[src/rtl/itr_pkg.sv]
// shared types, constants and symbol tables for the integer to roman numeral converter
package itr_pkg;

  localparam int unsigned VALUE_W = 12;
  localparam int unsigned CHAR_W  = 8;
  localparam int unsigned DIGIT_W = 4;
  localparam int unsigned MULT_W  = 14;
  localparam int unsigned MAX_VALUE = 3999;
  localparam int unsigned MAX_DIGIT = 9;

  localparam logic [1:0] PLACE_ONES      = 2'd0;
  localparam logic [1:0] PLACE_TENS      = 2'd1;
  localparam logic [1:0] PLACE_HUNDREDS  = 2'd2;
  localparam logic [1:0] PLACE_THOUSANDS = 2'd3;

  localparam logic [1:0] SLOT_ONE  = 2'd0;
  localparam logic [1:0] SLOT_FIVE = 2'd1;
  localparam logic [1:0] SLOT_TEN  = 2'd2;

  localparam logic [CHAR_W-1:0] CHAR_NONE = 8'h00;
  localparam logic [CHAR_W-1:0] CHAR_I    = 8'h49;
  localparam logic [CHAR_W-1:0] CHAR_V    = 8'h56;
  localparam logic [CHAR_W-1:0] CHAR_X    = 8'h58;
  localparam logic [CHAR_W-1:0] CHAR_L    = 8'h4C;
  localparam logic [CHAR_W-1:0] CHAR_C    = 8'h43;
  localparam logic [CHAR_W-1:0] CHAR_D    = 8'h44;
  localparam logic [CHAR_W-1:0] CHAR_M    = 8'h4D;

  typedef enum logic [1:0] {
    ST_IDLE,
    ST_CONV,
    ST_EMIT,
    ST_ERR
  } itr_state_t;

  typedef struct packed {
    logic       load;
    logic       conv;
    logic [1:0] conv_place;
    logic       conv_last;
    logic       emit;
    logic       emit_err;
  } itr_cmd_t;

  typedef struct packed {
    logic in_bad;
    logic out_free;
    logic emit_last;
  } itr_stat_t;

  // number of letters for one decimal digit
  function automatic logic [2:0] digit_len(input logic [DIGIT_W-1:0] d);
    logic [2:0] n;
    case (d)
      4'd1:    n = 3'd1;
      4'd2:    n = 3'd2;
      4'd3:    n = 3'd3;
      4'd4:    n = 3'd2;
      4'd5:    n = 3'd1;
      4'd6:    n = 3'd2;
      4'd7:    n = 3'd3;
      4'd8:    n = 3'd4;
      4'd9:    n = 3'd2;
      default: n = 3'd0;
    endcase
    return n;
  endfunction

  // symbol slot of one letter position within a digit
  function automatic logic [1:0] digit_slot(input logic [DIGIT_W-1:0] d,
                                            input logic [1:0] idx);
    logic [1:0] s;
    s = SLOT_ONE;
    if (d == 4'd4) begin
      s = (idx == 2'd1) ? SLOT_FIVE : SLOT_ONE;
    end else if (d == 4'd9) begin
      s = (idx == 2'd1) ? SLOT_TEN : SLOT_ONE;
    end else if (d inside {[4'd5:4'd8]}) begin
      s = (idx == 2'd0) ? SLOT_FIVE : SLOT_ONE;
    end
    return s;
  endfunction

  // letter for a place and slot
  function automatic logic [CHAR_W-1:0] place_sym(input logic [1:0] p,
                                                  input logic [1:0] slot);
    logic [CHAR_W-1:0] c;
    case (p)
      PLACE_ONES: begin
        case (slot)
          SLOT_FIVE: c = CHAR_V;
          SLOT_TEN:  c = CHAR_X;
          default:   c = CHAR_I;
        endcase
      end
      PLACE_TENS: begin
        case (slot)
          SLOT_FIVE: c = CHAR_L;
          SLOT_TEN:  c = CHAR_C;
          default:   c = CHAR_X;
        endcase
      end
      PLACE_HUNDREDS: begin
        case (slot)
          SLOT_FIVE: c = CHAR_D;
          SLOT_TEN:  c = CHAR_M;
          default:   c = CHAR_C;
        endcase
      end
      default: c = CHAR_M;
    endcase
    return c;
  endfunction

  // k times the weight of a place; k is a constant at each call site
  function automatic logic [MULT_W-1:0] place_multiple(input logic [1:0] p,
                                                       input logic [DIGIT_W-1:0] k);
    logic [MULT_W-1:0] m;
    case (p)
      PLACE_THOUSANDS: m = MULT_W'(k) * 14'd1000;
      PLACE_HUNDREDS:  m = MULT_W'(k) * 14'd100;
      PLACE_TENS:      m = MULT_W'(k) * 14'd10;
      default:         m = MULT_W'(k);
    endcase
    return m;
  endfunction

endpackage

[src/rtl/itr_ctrl.sv]
// controller state machine sequencing load, digit conversion and letter output
module itr_ctrl (
  input  logic              clk,
  input  logic              rst_n,
  input  logic              in_valid,
  output logic              in_ready,
  input  itr_pkg::itr_stat_t stat,
  output itr_pkg::itr_cmd_t  cmd
);
  import itr_pkg::*;

  itr_state_t state_r, state_nxt;
  logic [1:0] conv_cnt_r, conv_cnt_nxt;

  always_ff @(posedge clk) begin
    if (!rst_n) begin
      state_r    <= ST_IDLE;
      conv_cnt_r <= PLACE_THOUSANDS;
    end else begin
      state_r    <= state_nxt;
      conv_cnt_r <= conv_cnt_nxt;
    end
  end

  always_comb begin
    state_nxt    = state_r;
    conv_cnt_nxt = conv_cnt_r;
    in_ready     = 1'b0;
    cmd          = '0;
    cmd.conv_place = conv_cnt_r;
    case (state_r)
      ST_IDLE: begin
        in_ready = 1'b1;
        if (in_valid) begin
          cmd.load     = 1'b1;
          conv_cnt_nxt = PLACE_THOUSANDS;
          state_nxt    = stat.in_bad ? ST_ERR : ST_CONV;
        end
      end
      ST_CONV: begin
        cmd.conv      = 1'b1;
        cmd.conv_last = (conv_cnt_r == PLACE_TENS);
        if (conv_cnt_r == PLACE_TENS) begin
          state_nxt = ST_EMIT;
        end else begin
          conv_cnt_nxt = conv_cnt_r - 2'd1;
        end
      end
      ST_EMIT: begin
        if (stat.out_free) begin
          cmd.emit = 1'b1;
          if (stat.emit_last) begin
            state_nxt = ST_IDLE;
          end
        end
      end
      ST_ERR: begin
        if (stat.out_free) begin
          cmd.emit_err = 1'b1;
          state_nxt    = ST_IDLE;
        end
      end
      default: begin
        state_nxt = ST_IDLE;
      end
    endcase
  end

endmodule

[src/rtl/itr_dp.sv]
// datapath: digit extraction, letter selection and output register
module itr_dp (
  input  logic                         clk,
  input  logic                         rst_n,
  input  logic [itr_pkg::VALUE_W-1:0]  in_value,
  input  itr_pkg::itr_cmd_t            cmd,
  output itr_pkg::itr_stat_t           stat,
  output logic                         out_valid,
  input  logic                         out_ready,
  output logic [itr_pkg::CHAR_W-1:0]   out_character,
  output logic                         out_last,
  output logic                         out_out_of_range
);
  import itr_pkg::*;

  typedef logic [3:0][DIGIT_W-1:0] digits_t;

  logic [VALUE_W-1:0] rem_r, rem_nxt;
  digits_t            digits_r, digits_nxt;
  logic [1:0]         place_r;
  logic [1:0]         idx_r;
  logic               out_valid_r;
  logic [CHAR_W-1:0]  out_char_r;
  logic               out_last_r;
  logic               out_oor_r;

  logic [DIGIT_W-1:0] conv_digit;
  logic [MULT_W-1:0]  conv_sub;
  logic [DIGIT_W-1:0] cur_digit;
  logic [2:0]         cur_len;
  logic [CHAR_W-1:0]  cur_char;
  logic               digit_done;
  logic               lower_nz;

  // highest place below lim holding a nonzero digit
  function automatic logic [1:0] highest_nz(input digits_t dg, input logic [2:0] lim);
    logic [1:0] res;
    res = PLACE_ONES;
    for (int q = 0; q < 4; q++) begin
      if (3'(q) < lim && dg[q] != '0) begin
        res = 2'(q);
      end
    end
    return res;
  endfunction

  // one decimal digit per cycle by parallel compare against its multiples
  always_comb begin
    conv_digit = '0;
    conv_sub   = '0;
    for (int k = 1; k <= int'(MAX_DIGIT); k++) begin
      if ({2'b00, rem_r} >= place_multiple(cmd.conv_place, DIGIT_W'(k))) begin
        conv_digit = DIGIT_W'(k);
        conv_sub   = place_multiple(cmd.conv_place, DIGIT_W'(k));
      end
    end
    rem_nxt    = rem_r - conv_sub[VALUE_W-1:0];
    digits_nxt = digits_r;
    digits_nxt[cmd.conv_place] = conv_digit;
    if (cmd.conv_last) begin
      digits_nxt[PLACE_ONES] = rem_nxt[DIGIT_W-1:0];
    end
  end

  always_comb begin
    cur_digit  = digits_r[place_r];
    cur_len    = digit_len(cur_digit);
    cur_char   = place_sym(place_r, digit_slot(cur_digit, idx_r));
    digit_done = ({1'b0, idx_r} == (cur_len - 3'd1));
    lower_nz   = 1'b0;
    for (int q = 0; q < 4; q++) begin
      if (2'(q) < place_r && digits_r[q] != '0) begin
        lower_nz = 1'b1;
      end
    end
  end

  assign stat.in_bad    = (in_value == '0) || (in_value > VALUE_W'(MAX_VALUE));
  assign stat.out_free  = !out_valid_r || out_ready;
  assign stat.emit_last = digit_done && !lower_nz;

  always_ff @(posedge clk) begin
    if (cmd.load) begin
      rem_r <= in_value;
    end else if (cmd.conv) begin
      rem_r <= rem_nxt;
    end
    if (cmd.conv) begin
      digits_r <= digits_nxt;
    end
    if (cmd.conv && cmd.conv_last) begin
      place_r <= highest_nz(digits_nxt, 3'd4);
      idx_r   <= 2'd0;
    end else if (cmd.emit) begin
      if (digit_done) begin
        place_r <= highest_nz(digits_r, {1'b0, place_r});
        idx_r   <= 2'd0;
      end else begin
        idx_r <= idx_r + 2'd1;
      end
    end
  end

  // output register
  always_ff @(posedge clk) begin
    if (!rst_n) begin
      out_valid_r <= 1'b0;
    end else if (cmd.emit || cmd.emit_err) begin
      out_valid_r <= 1'b1;
    end else if (out_ready) begin
      out_valid_r <= 1'b0;
    end
  end

  always_ff @(posedge clk) begin
    if (cmd.emit) begin
      out_char_r <= cur_char;
      out_last_r <= stat.emit_last;
      out_oor_r  <= 1'b0;
    end else if (cmd.emit_err) begin
      out_char_r <= CHAR_NONE;
      out_last_r <= 1'b1;
      out_oor_r  <= 1'b1;
    end
  end

  assign out_valid        = out_valid_r;
  assign out_character    = out_char_r;
  assign out_last         = out_last_r;
  assign out_out_of_range = out_oor_r;

endmodule

[src/rtl/integer_to_roman_numeral.sv]
// top level of the integer to roman numeral converter
// usage:
//   in_value (12 bits) is taken with in_valid/in_ready; each item yields
//   one roman letter per out_valid/out_ready item, thousands first, with
//   out_last on the final letter of the numeral
//   values of 0 or above 3999 give one item with out_out_of_range and
//   out_last set and out_character 0
// timing:
//   one item at a time; in_ready is high only while the converter is idle
//   the thousands, hundreds and tens digits are extracted, one per cycle,
//   through the shared compare and subtract unit; letters then leave at
//   one per cycle from the output register while out_ready is high
// reset and stalls:
//   synchronous active low reset returns to idle and empties the output
//   register; a low out_ready holds the pending letter and stops output
//   generation until it is taken; the last letter may still wait while
//   the next item is accepted
module integer_to_roman_numeral (
  input  logic                        clk,
  input  logic                        rst_n,
  input  logic                        in_valid,
  output logic                        in_ready,
  input  logic [itr_pkg::VALUE_W-1:0] in_value,
  output logic                        out_valid,
  input  logic                        out_ready,
  output logic [itr_pkg::CHAR_W-1:0]  out_character,
  output logic                        out_last,
  output logic                        out_out_of_range
);
  import itr_pkg::*;

  itr_cmd_t  cmd;
  itr_stat_t stat;

  itr_ctrl u_ctrl (
    .clk      (clk),
    .rst_n    (rst_n),
    .in_valid (in_valid),
    .in_ready (in_ready),
    .stat     (stat),
    .cmd      (cmd)
  );

  itr_dp u_dp (
    .clk              (clk),
    .rst_n            (rst_n),
    .in_value         (in_value),
    .cmd              (cmd),
    .stat             (stat),
    .out_valid        (out_valid),
    .out_ready        (out_ready),
    .out_character    (out_character),
    .out_last         (out_last),
    .out_out_of_range (out_out_of_range)
  );

endmodule

[config.mk]
export PLATFORM = sky130hd
export DESIGN_NAME = integer_to_roman_numeral
export DESIGN_NICKNAME = d
export VERILOG_FILES = /design/src/rtl/itr_pkg.sv /design/src/rtl/itr_ctrl.sv /design/src/rtl/itr_dp.sv /design/src/rtl/integer_to_roman_numeral.sv
export SDC_FILE = /design/constraint.sdc
export NUM_CORES = 1
export LEC_CHECK = 0
export ABC_AREA = 0
export CAP_MARGIN = 40
export CORE_ASPECT_RATIO = 0.9
export CORE_MARGIN = 1.5
export CORE_UTILIZATION = 40
export DETAILED_ROUTE_END_ITERATION = 12
export DONT_BUFFER_PORTS = 1
export PLACE_DENSITY_LB_ADDON = 0.05
export SLEW_MARGIN = 5
export SYNTH_ARGS = -nofsm -noshare
export SYNTH_HDL_FRONTEND = slang
export SYNTH_SLANG_ARGS = --single-unit
[constraint.sdc]
create_clock -name clk -period 9.8 [get_ports clk]
set_input_delay 0.49 -clock clk [delete_from_list [all_inputs] [get_ports clk]]
set_output_delay 0.49 -clock clk [all_outputs]
set_load 0.01 [all_outputs]
==> metrics.txt, run 1 <==
drt drc 0; FFs w/ async S/R, synth 0; CP Data Arrival Time 6480 ps; slew margin rel. 0.547; Slew @ Worst Pin 680 ps; Pre-Repair DR Iteration Count 5; Core Area 0.0122 sq mm; IO Pins 28; register bit total from synthesis 45; Critical Path Start u_ctrl.conv_cnt_r[0]; max cap viols 0; total CTS buffers 5; Max H-tree Level 2; GRT overflow 0; Synth Area per Inst 8.37 sq um; CTS Hold Buffers Added 0; CTS sink cnt 45; final worst path period share 0.655; DRT antenna net count 0; Post-synth top flop edfxtp_1; Die Height 109 microns; via count 4636; cell taking the most area after synthesis edfxtp_1; Pwr per Cell Area 353 mW/mm^2; Leakage 2.13 nW; number of synthesis warnings 0; register area share after synthesis 0.252; Vias/cell 6.19; initial antenna violation count 0; Net Sw Frac 0.518; sequential share of power 0.213; Net Sw Power 0.969 mW; post-layout net count 674; worst-case reg-to-reg path depth 23; post-route setup TNS 0 ps; detail-routed net length per standard cell 21.8 microns; setup violation total in the final timing report 0; area fraction of the dominant cell type after synthesis 0.221; largest cells by area after synthesis edfxtp_1, ha_1, a21oi_1, o21ai_0, nor2_1; Layout Cells excl Fill 749; clock power share 0.094; vias in the first global route 4459; Initial Utilization 0.414; critical path class flop to flop; CTS clk-pin slew, worst paths 70 ps; Cells after Synth 602; # port buffers 0; CTS tree built; FP Rows 38; Highest Clock Rate 156 MHz; Peak supply drop 281 uV; Netlist cell types 73; Placed Cells 741; initial detailed-routing violation count 445; Mapped Area 0.00504 sq mm; gr usage total 0.257; first-pass GRT wire length 25700 microns; cell chosen for the clock root clkbuf_16; most common cell after layout, fill and taps aside ha_1; post-CTS setup buffer count 0; ant diodes 0; Critical Path Fanout Max 16; routed wire length 16300 microns; gpl congestion 1.01; PostCTS Resize Cnt 0; worst-case clock skew 8.44 ps; Hold Path Class primary input to flop; Final Hold Violating Endpoints 0; EDFF count, synth 37; largest net degree at the start of global routing 19; worst-skew pair later-pin latency 300 ps; Hold Worst Slack 247 ps; minimum clock period 6420 ps; commonest cells after routing, fill and taps aside ha_1, nor2_1, a21oi_1; worst reg2reg endpoint u_dp.rem_r[10]; crit path capture u_dp.rem_r[10]; worst r2r src u_ctrl.conv_cnt_r[0]; Crit. End Element flop; layout cell share with drive strength beyond 1 0.0679; worst path required time 9860 ps; chip width 121 microns; RSZ-0062 raised after global routing false; max-slew violation count 0; Longest Clk Path Bufs 2; Combinational Power Share 0.693; internal power 0.902 mW; Layout Area Growth over Synthesis 5.09%; die area 0.0133 sq mm; CP startpoint kind flop; R2R setup slack 3380 ps; status complete, no violations; DP HPWL 12800 microns
[registers in the layout (all words and copies together), names as in the netlist]
signal                 flops
u_dp.place_r               2
u_dp.out_out_of_range      1
u_ctrl.conv_cnt_r          2
u_dp.out_valid             1
u_dp.rem_r                12
u_dp.digits_r             16
u_ctrl.state_r             2
u_dp.idx_r                 2
u_dp.out_last              1
u_dp.out_character         6
[power groups by stage]
stage	logic [mW]	registers, mW	clock network (mW)
finish	1.30	0.398	0.176
global route	1.45	0.402	0.185
CTS	1.28	0.393	0.180
detailed placement	1.27	0.397	0
global placement	1.27	0.399	0
floorplan	0.969	0.344	0
[synthesized netlist by cell type (3+ instances only)]
library cell	number
nand4b_1	3
and2_1	4
or2_2	3
nand2b_1	11
ha_1	69
a211oi_1	11
o21ai_1	3
o32ai_1	3
nor3_1	13
nor3b_1	3
buf_2	3
inv_1	35
o21ai_0	45
and3_1	6
o31ai_1	7
nand3_1	12
nand3b_1	5
nor2_1	55
edfxtp_1	37
a21oi_1	54
o21bai_1	5
dfxtp_1	8
o211ai_1	5
mux2_2	7
o211a_1	3
nand2_1	53
or3_1	3
a31oi_1	7
mux4_2	3
nor4b_1	4
nor4_1	14
o21a_1	8
nand4_1	4
a31oi_4	3
o22ai_1	5
buf_4	3
a21o_1	4
xnor2_1	4
xor2_1	6
nor2b_1	12
clkbuf_1	18
[worst min-delay path by stage]
stage,depth (start not counted),startpoint,endpoint
3_5_place_dp,2,u_dp.idx_r[1],u_dp.idx_r[1]
6_report,1,rst_n,u_ctrl.conv_cnt_r[1]
5_1_grt,1,rst_n,u_ctrl.conv_cnt_r[1]
3_3_place_gp,2,u_dp.idx_r[1],u_dp.idx_r[1]
4_1_cts,1,rst_n,u_ctrl.conv_cnt_r[1]
2_1_floorplan,2,u_dp.idx_r[1],u_dp.idx_r[1]
[routing by layer]
| metal | track usage | share of wire | vias to the layer above |
|---|---|---|---|
| li1 | - | - | 2227 |
| met1 | 0.381 | 0.49 | 2192 |
| met2 | 0.358 | 0.40 | 197 |
| met3 | 0.0752 | 0.094 | 20 |
| met4 | 0.0714 | 0.017 | 0 |
| met5 | 0 | 0 | - |
[cell type report]
class,count,area [sq um]
clock buffers,5,125
clock inverters,3,25.0
fillers,1256,6880
inverters,35,131
multi-input cells,497,3510
flip-flops and latches,45,1270
well taps,160,200
repair buffers,4,30.0
[metrics by stage]
stage	setup WS (ps)	area, sq um	power [mW]	util
finish	3380	5300	1.87	0.435
global route	2870	5300	2.04	0.435
CTS	3470	5300	1.85	0.435
detailed placement	3510	5140	1.67	0.423
global placement	3430	5140	1.67	0.422
floorplan	4150	5040	1.31	-
[worst max-delay path, stage by stage, from the launching register on]
cell      delay, ps
dfxtp_1         380
inv_1           250
ha_1            640
inv_1           380
ha_1            290
a21oi_1         350
nor3b_1         270
a21oi_1         120
a211oi_2        530
inv_1           150
nor4b_1         450
nor3_1          180
nor2b_1         160
ha_1            200
fa_1            220
nor2b_1          50
o21ai_0         180
a21oi_1         130
o21ai_0         230
a21oi_1         120
o21ai_0         220
a211oi_1        120
or3_1           310
a31o_2          240
[kinds of logic (layout without fill, tap and decap cells)]
group | count (synthesis) | in the layout | synth area share
xor+xnor | 10 | 10 | 0.0174
simple gates | 214 | 214 | 0.217
mux | 13 | 13 | 0.0382
fa+ha+maj | 70 | 70 | 0.175
other cells | 1 | 2 | 0.000744
compound gates | 188 | 188 | 0.248
buf+inv | 61 | 47 | 0.0514
flops | 45 | 45 | 0.252
Note: power is estimated with default switching activity, not from simulation.
==> inputs of run 2 (changes only) <==
Clock period 9.8 ns to 6 ns, I/O delays scaled along.
==> metrics.txt, run 2 (synthesis results as in run 1) <==
Crit. End Element flop; Filler cells 1239 (-1.4%); GR Util met2 0.363 (+0.00525); internal power 1.57 mW (+75%); max cap viols 0 (unchanged); most common cell after layout, fill and taps aside ha_1; DP HPWL 12900 microns (+0.72%); met3 GRT Util 0.0477 (-0.0275); worst-skew pair later-pin latency 290 ps (about the same); Net Sw Frac 0.507 (-0.0110); FP Rows 38 (unchanged); initial detailed-routing violation count 529 (+19%); IO Pins 28 (unchanged); Most flops, register u_dp.digits_r; busiest layer in global routing met1; worst-case clock skew 8.32 ps (-0.120 ps); CP startpoint kind flop; Leakage 2.27 nW (+6.9%); vias in the first global route 4405 (-1.2%); met1 Resource Use GR 0.390 (+0.00873); chip width 121 microns (unchanged); Placed Cells 765 (+3.2%); Pwr per Cell Area 576 mW/mm^2 (+63%); minimum clock period 5550 ps (-861 ps); CP Data Arrival Time 5610 ps (-870 ps); worst-path cell with the longest stage delay fa_1; sequential share of power 0.195 (-0.018); status complete, no violations; Longest Clk Path Bufs 2 (unchanged); # port buffers 0 (unchanged); Sequential cell area 0.00127 sq mm (about the same); ant diodes 0 (unchanged); slew margin rel. 0.580 (+0.0330); Max H-tree Level 2 (unchanged); Final Hold Violating Endpoints 0 (unchanged); CP dominant cell by count o21ai_0; CTS clk-pin slew, worst paths 70 ps (about the same); Worst Slack Setup Final 445 ps (-2940 ps); gr usage total 0.253 (-0.00350); GRT overflow 0 (unchanged); critical path's largest stage delay 430 ps (-210 ps); Multi-input gate area 0.00354 sq mm (+0.71%); pre-CTS setup slack 307 ps (-3200 ps); Pre-Repair DR Iteration Count 5 (unchanged); total CTS buffers 5 (unchanged); Bufs and invs on worst path 2 (-1); via count 4770 (+2.9%); max FFs per register 16 (unchanged); commonest cells after routing, fill and taps aside ha_1, nor2_1, a21oi_1; Core Area 0.0122 sq mm (unchanged); initial antenna violation count 0 (unchanged); Layout Cells excl Fill 778 (+3.9%); worst path required time 6050 ps (-3810 ps); Combinational Power Share 0.717 (+0.024); die area 0.0133 sq mm (unchanged); Vias/cell 6.13 (-0.94%); CTS Hold Buffers Added 0 (unchanged); Net Sw Power 1.62 mW (+67%); max-slew violation count 0 (unchanged); Crit path max-delay family compound AO/OA/AOI/OAI gates; crit-path cells inv_1 -> ha_1 -> o21bai_1 -> buf_4 -> ha_1 -> nand4b_1 -> nor4_4 -> nand2_1 -> o211a_1 -> a31oi_4 -> o21ai_1 -> and3_1 -> a2111o_1 -> and3_1 -> fa_1 -> nor2b_1 -> o21ai_0 -> a21oi_1 -> o21ai_0 -> a21oi_1 -> o21ai_1 -> a211oi_1 -> o21ai_0 -> a31o_2; drt drc 0 (unchanged); Die Height 109 microns (unchanged); largest net degree at the start of global routing 18 (-1); final worst path period share 0.926 (+0.271); routed wire length 16300 microns (-0.44%); Hold Path Class primary input to flop; detail-routed net length per standard cell 20.9 microns (-4.2%); post-route setup TNS 0 ps (unchanged); critical path class flop to flop; Slew @ Worst Pin 624 ps (-56.1 ps); setup violation total in the final timing report 0 (unchanged); gpl congestion 0.943 (-6.7%); Highest Clock Rate 180 MHz (+15%); post-layout net count 703 (+4.3%); first-pass GRT wire length 25200 microns (-1.7%); clock power share 0.088 (-0.006); CTS sink cnt 45 (unchanged); CTS tree built; Initial Utilization 0.414 (unchanged); Layout Area Growth over Synthesis 9.91%; total power 3.19 mW (+71%); layout cell share with drive strength beyond 1 0.120 (+0.0518); Critical Path Fanout Max 12 (-4); cell chosen for the clock root clkbuf_16; RSZ-0062 raised after global routing false; Peak supply drop 488 uV (+74%); DRT antenna net count 0 (unchanged)
-- run 2: cell count changes in the layout (fill, tap and decap cells not counted), sizes merged --
| cell | change |
|---|---|
| inv | +1 |
| buf | +29 |
| clkinvlp | -1 |
-- run 2: per-layer routing --
metal / vias to the layer above / wire (microns)
li1: 2292 / -
met1: 2265 / 8160
met2: 201 / 6640
met3: 12 / 1250
met4: 0 / 188
met5: - / 0
-- run 2: path summary, 6_finish.rpt --
path | startpoint | end | slack (ps) | cells past startpoint
setup / recovery | u_ctrl.conv_cnt_r[0] | u_dp.rem_r[10] | 450 | 24
hold / removal | rst_n | u_ctrl.conv_cnt_r[1] | 60 | 1
setup reg to reg | u_ctrl.conv_cnt_r[0] | u_dp.rem_r[10] | 450 | 24
hold reg to reg | u_dp.idx_r[1] | u_dp.idx_r[1] | 500 | 2
-- run 2: timing repair --
item                                   in CTS  in global routing
setup endpoints to repair                   0                  2
setup buffers                               0                  5
gates resized for setup                     0                  8
endpoints found under the hold margin       0                  0
-- run 2: layout make-up --
class / instances / area share
clock buffers: 5 / 0.0226
well taps: 160 / 0.0362
clock inverters: 3 / 0.00429
repair buffers: 33 / 0.0447
inverters: 35 / 0.0237
multi-input cells: 497 / 0.639
flip-flops and latches: 45 / 0.230
-- run 2: through the flow --
stage	area (sq um)	util	hold WS, ps
finish	5540	0.455	64.7
global route	5540	0.455	49.7
CTS	5470	0.450	50.4
detailed placement	5330	0.438	367
global placement	5330	0.438	364
floorplan	5040	-	362
-- run 2: power by group through the flow --
stage,Combinational [mW],Clock (mW),Sequential (mW)
global placement,2.21,0,0.627
detailed placement,2.20,0,0.622
CTS,2.21,0.291,0.617
global route,2.54,0.298,0.632
floorplan,1.58,0,0.562
finish,2.29,0.281,0.621
==> inputs of run 3 (changes only) <==
Settings changed: CELL_PAD_IN_SITES_DETAIL_PLACEMENT from default to 1, CELL_PAD_IN_SITES_GLOBAL_PLACEMENT from default to 1, SLEW_MARGIN 5 to default, TNS_END_PERCENT from default to 1.
==> metrics.txt, run 3 (synthesis results as in run 1) <==
Crit path max-delay family compound AO/OA/AOI/OAI gates; via count 4925 (+3.2%); critical path's largest stage delay 440 ps (about the same); DRT antenna net count 0 (unchanged); CP dominant cell by count o21ai_0; CP Data Arrival Time 5780 ps (+170 ps); critical path class flop to flop; most common cell after layout, fill and taps aside ha_1; max cap viols 0 (unchanged); CTS clk-pin slew, worst paths 70 ps (about the same); minimum clock period 5720 ps (+167 ps); Longest Clk Path Bufs 2 (unchanged); Final Util 0.461 (+0.00627); cell chosen for the clock root clkbuf_16; initial antenna violation count 0 (unchanged); # port buffers 0 (unchanged); Highest Clock Rate 175 MHz (-2.9%); IO Pins 28 (unchanged); Max H-tree Level 2 (unchanged); post-layout net count 706 (+0.43%); worst-case clock skew 11.9 ps (+3.57 ps); Crit. End Element flop; Layout Area Growth over Synthesis 11.4%; die area 0.0133 sq mm (unchanged); Most flops, register u_dp.digits_r; vias in the first global route 5000 (+14%); Bufs and invs on worst path 3 (+1); CP startpoint kind flop; status complete, no violations; commonest cells after routing, fill and taps aside ha_1, nor2_1, nand2_1, a21oi_1, o21ai_0; crit-path cells inv_1 -> ha_1 -> o21bai_1 -> buf_4 -> ha_1 -> inv_1 -> nor4_4 -> nand2_1 -> o211a_1 -> a31oi_4 -> o21ai_1 -> and3_1 -> a2111o_1 -> and3_1 -> fa_1 -> nor2b_1 -> o21ai_0 -> a21oi_1 -> o21ai_0 -> a21oi_1 -> o21ai_1 -> a211oi_2 -> o21ai_0 -> a31o_2; first-pass GRT wire length 28300 microns (+12%); max-slew violation count 0 (unchanged); Hold Path Class primary input to flop; Final Hold Violating Endpoints 0 (unchanged); total CTS buffers 5 (unchanged); worst-path cell with the longest stage delay fa_1; layout cell share with drive strength beyond 1 0.138 (+0.0187); gr usage total 0.284 (+0.0303); slew margin rel. 0.565 (-0.0148); final worst path period share 0.954 (+0.0278); RSZ-0062 raised after global routing true; Critical Path Fanout Max 12 (unchanged); Slew @ Worst Pin 646 ps (+21.9 ps); chip width 121 microns (unchanged); initial detailed-routing violation count 271 (-49%); max FFs per register 16 (unchanged); FP Rows 38 (unchanged); Leakage 2.29 nW (+0.49%); Hold Worst Slack 53.3 ps (-11.4 ps); detail-routed net length per standard cell 23.3 microns (+11%); Peak supply drop 437 uV (-11%); Pwr per Cell Area 594 mW/mm^2 (+3.1%); Die Height 109 microns (unchanged); worst path required time 6060 ps (about the same); worst-skew pair later-pin latency 310 ps (+20 ps); CTS Hold Buffers Added 0 (unchanged); gpl congestion 0.925 (-1.9%); Initial Utilization 0.414 (unchanged); largest net degree at the start of global routing 17 (-1); GRT overflow 0 (unchanged); drt drc 0 (unchanged); DP HPWL 14500 microns (+12%); Vias/cell 6.30 (+2.7%); Pre-Repair DR Iteration Count 5 (unchanged); setup violation total in the final timing report 0 (unchanged); CTS sink cnt 45 (unchanged); routed wire length 18200 microns (+12%); CTS tree built; Core Area 0.0122 sq mm (unchanged)
==> run 3: cell types whose count changed in the layout (fill, tap and decap cells not counted), moves of 2 or more <==
cell	change
buf_4	+3
clkinvlp_4	+3
inv_1	-3
ha_1	-2
nor4_1	-2
nor4_2	+2
==> run 3: path summary, 6_finish.rpt <==
path	from	endpoint	slack, ps	depth (start not counted)
setup / recovery	u_ctrl.conv_cnt_r[1]	u_dp.rem_r[10]	280	24
hold / removal	rst_n	u_ctrl.conv_cnt_r[1]	50	1
setup reg to reg	u_ctrl.conv_cnt_r[1]	u_dp.rem_r[10]	280	24
hold reg to reg	u_dp.idx_r[1]	u_dp.idx_r[1]	530	2
==> run 3: repair_timing <==
| action | in CTS | in global routing |
|---|---|---|
| setup buffers | 0 | 3 |
| gates resized for setup | 0 | 17 |
| setup endpoints to repair | 0 | 2 |
==> run 3: stage by stage <==
| step | instance area (sq um) | setup WS, ps | TNS (ps) | instances | power, mW |
|---|---|---|---|---|---|
| 6_report | 5610 | 279 | 0 | 782 | 3.34 |
| 5_1_grt | 5610 | -47.9 | -47.9 | 781 | 3.60 |
| 2_1_floorplan | 5040 | 351 | 0 | 603 | 2.15 |
| 4_1_cts | 5510 | 179 | 0 | 778 | 3.22 |
| 3_3_place_gp | 5360 | 382 | 0 | 770 | 2.85 |
| 3_5_place_dp | 5360 | 230 | 0 | 770 | 2.91 |
==> run 3: cell type report <==
| class | instances | area [sq um] |
|---|---|---|
| tap | 160 | 200 |
| inverter | 35 | 143 |
| clock inverter | 3 | 23.8 |
| timing repair buffer | 36 | 270 |
| clock buffer | 5 | 125 |
| sequential | 45 | 1270 |
| fill | 1501 | 6560 |
| antenna | 1 | 2.50 |
| multi-input combinational | 497 | 3580 |
==> run 3: layer usage <==
layer,share of wire,vias up,routed length [microns],track usage
met4,0.012,0,214,0.0588
met5,0,-,0,0
met3,0.065,18,1180,0.0586
li1,-,2295,-,-
met2,0.43,160,7910,0.446
met1,0.49,2452,8900,0.403
==> run 3: power breakdown <==
group | internal (mW) | total (mW) | switching [mW]
clock network | 0.157 | 0.289 | 0.132
registers | 0.473 | 0.617 | 0.144
logic | 0.958 | 2.43 | 1.47
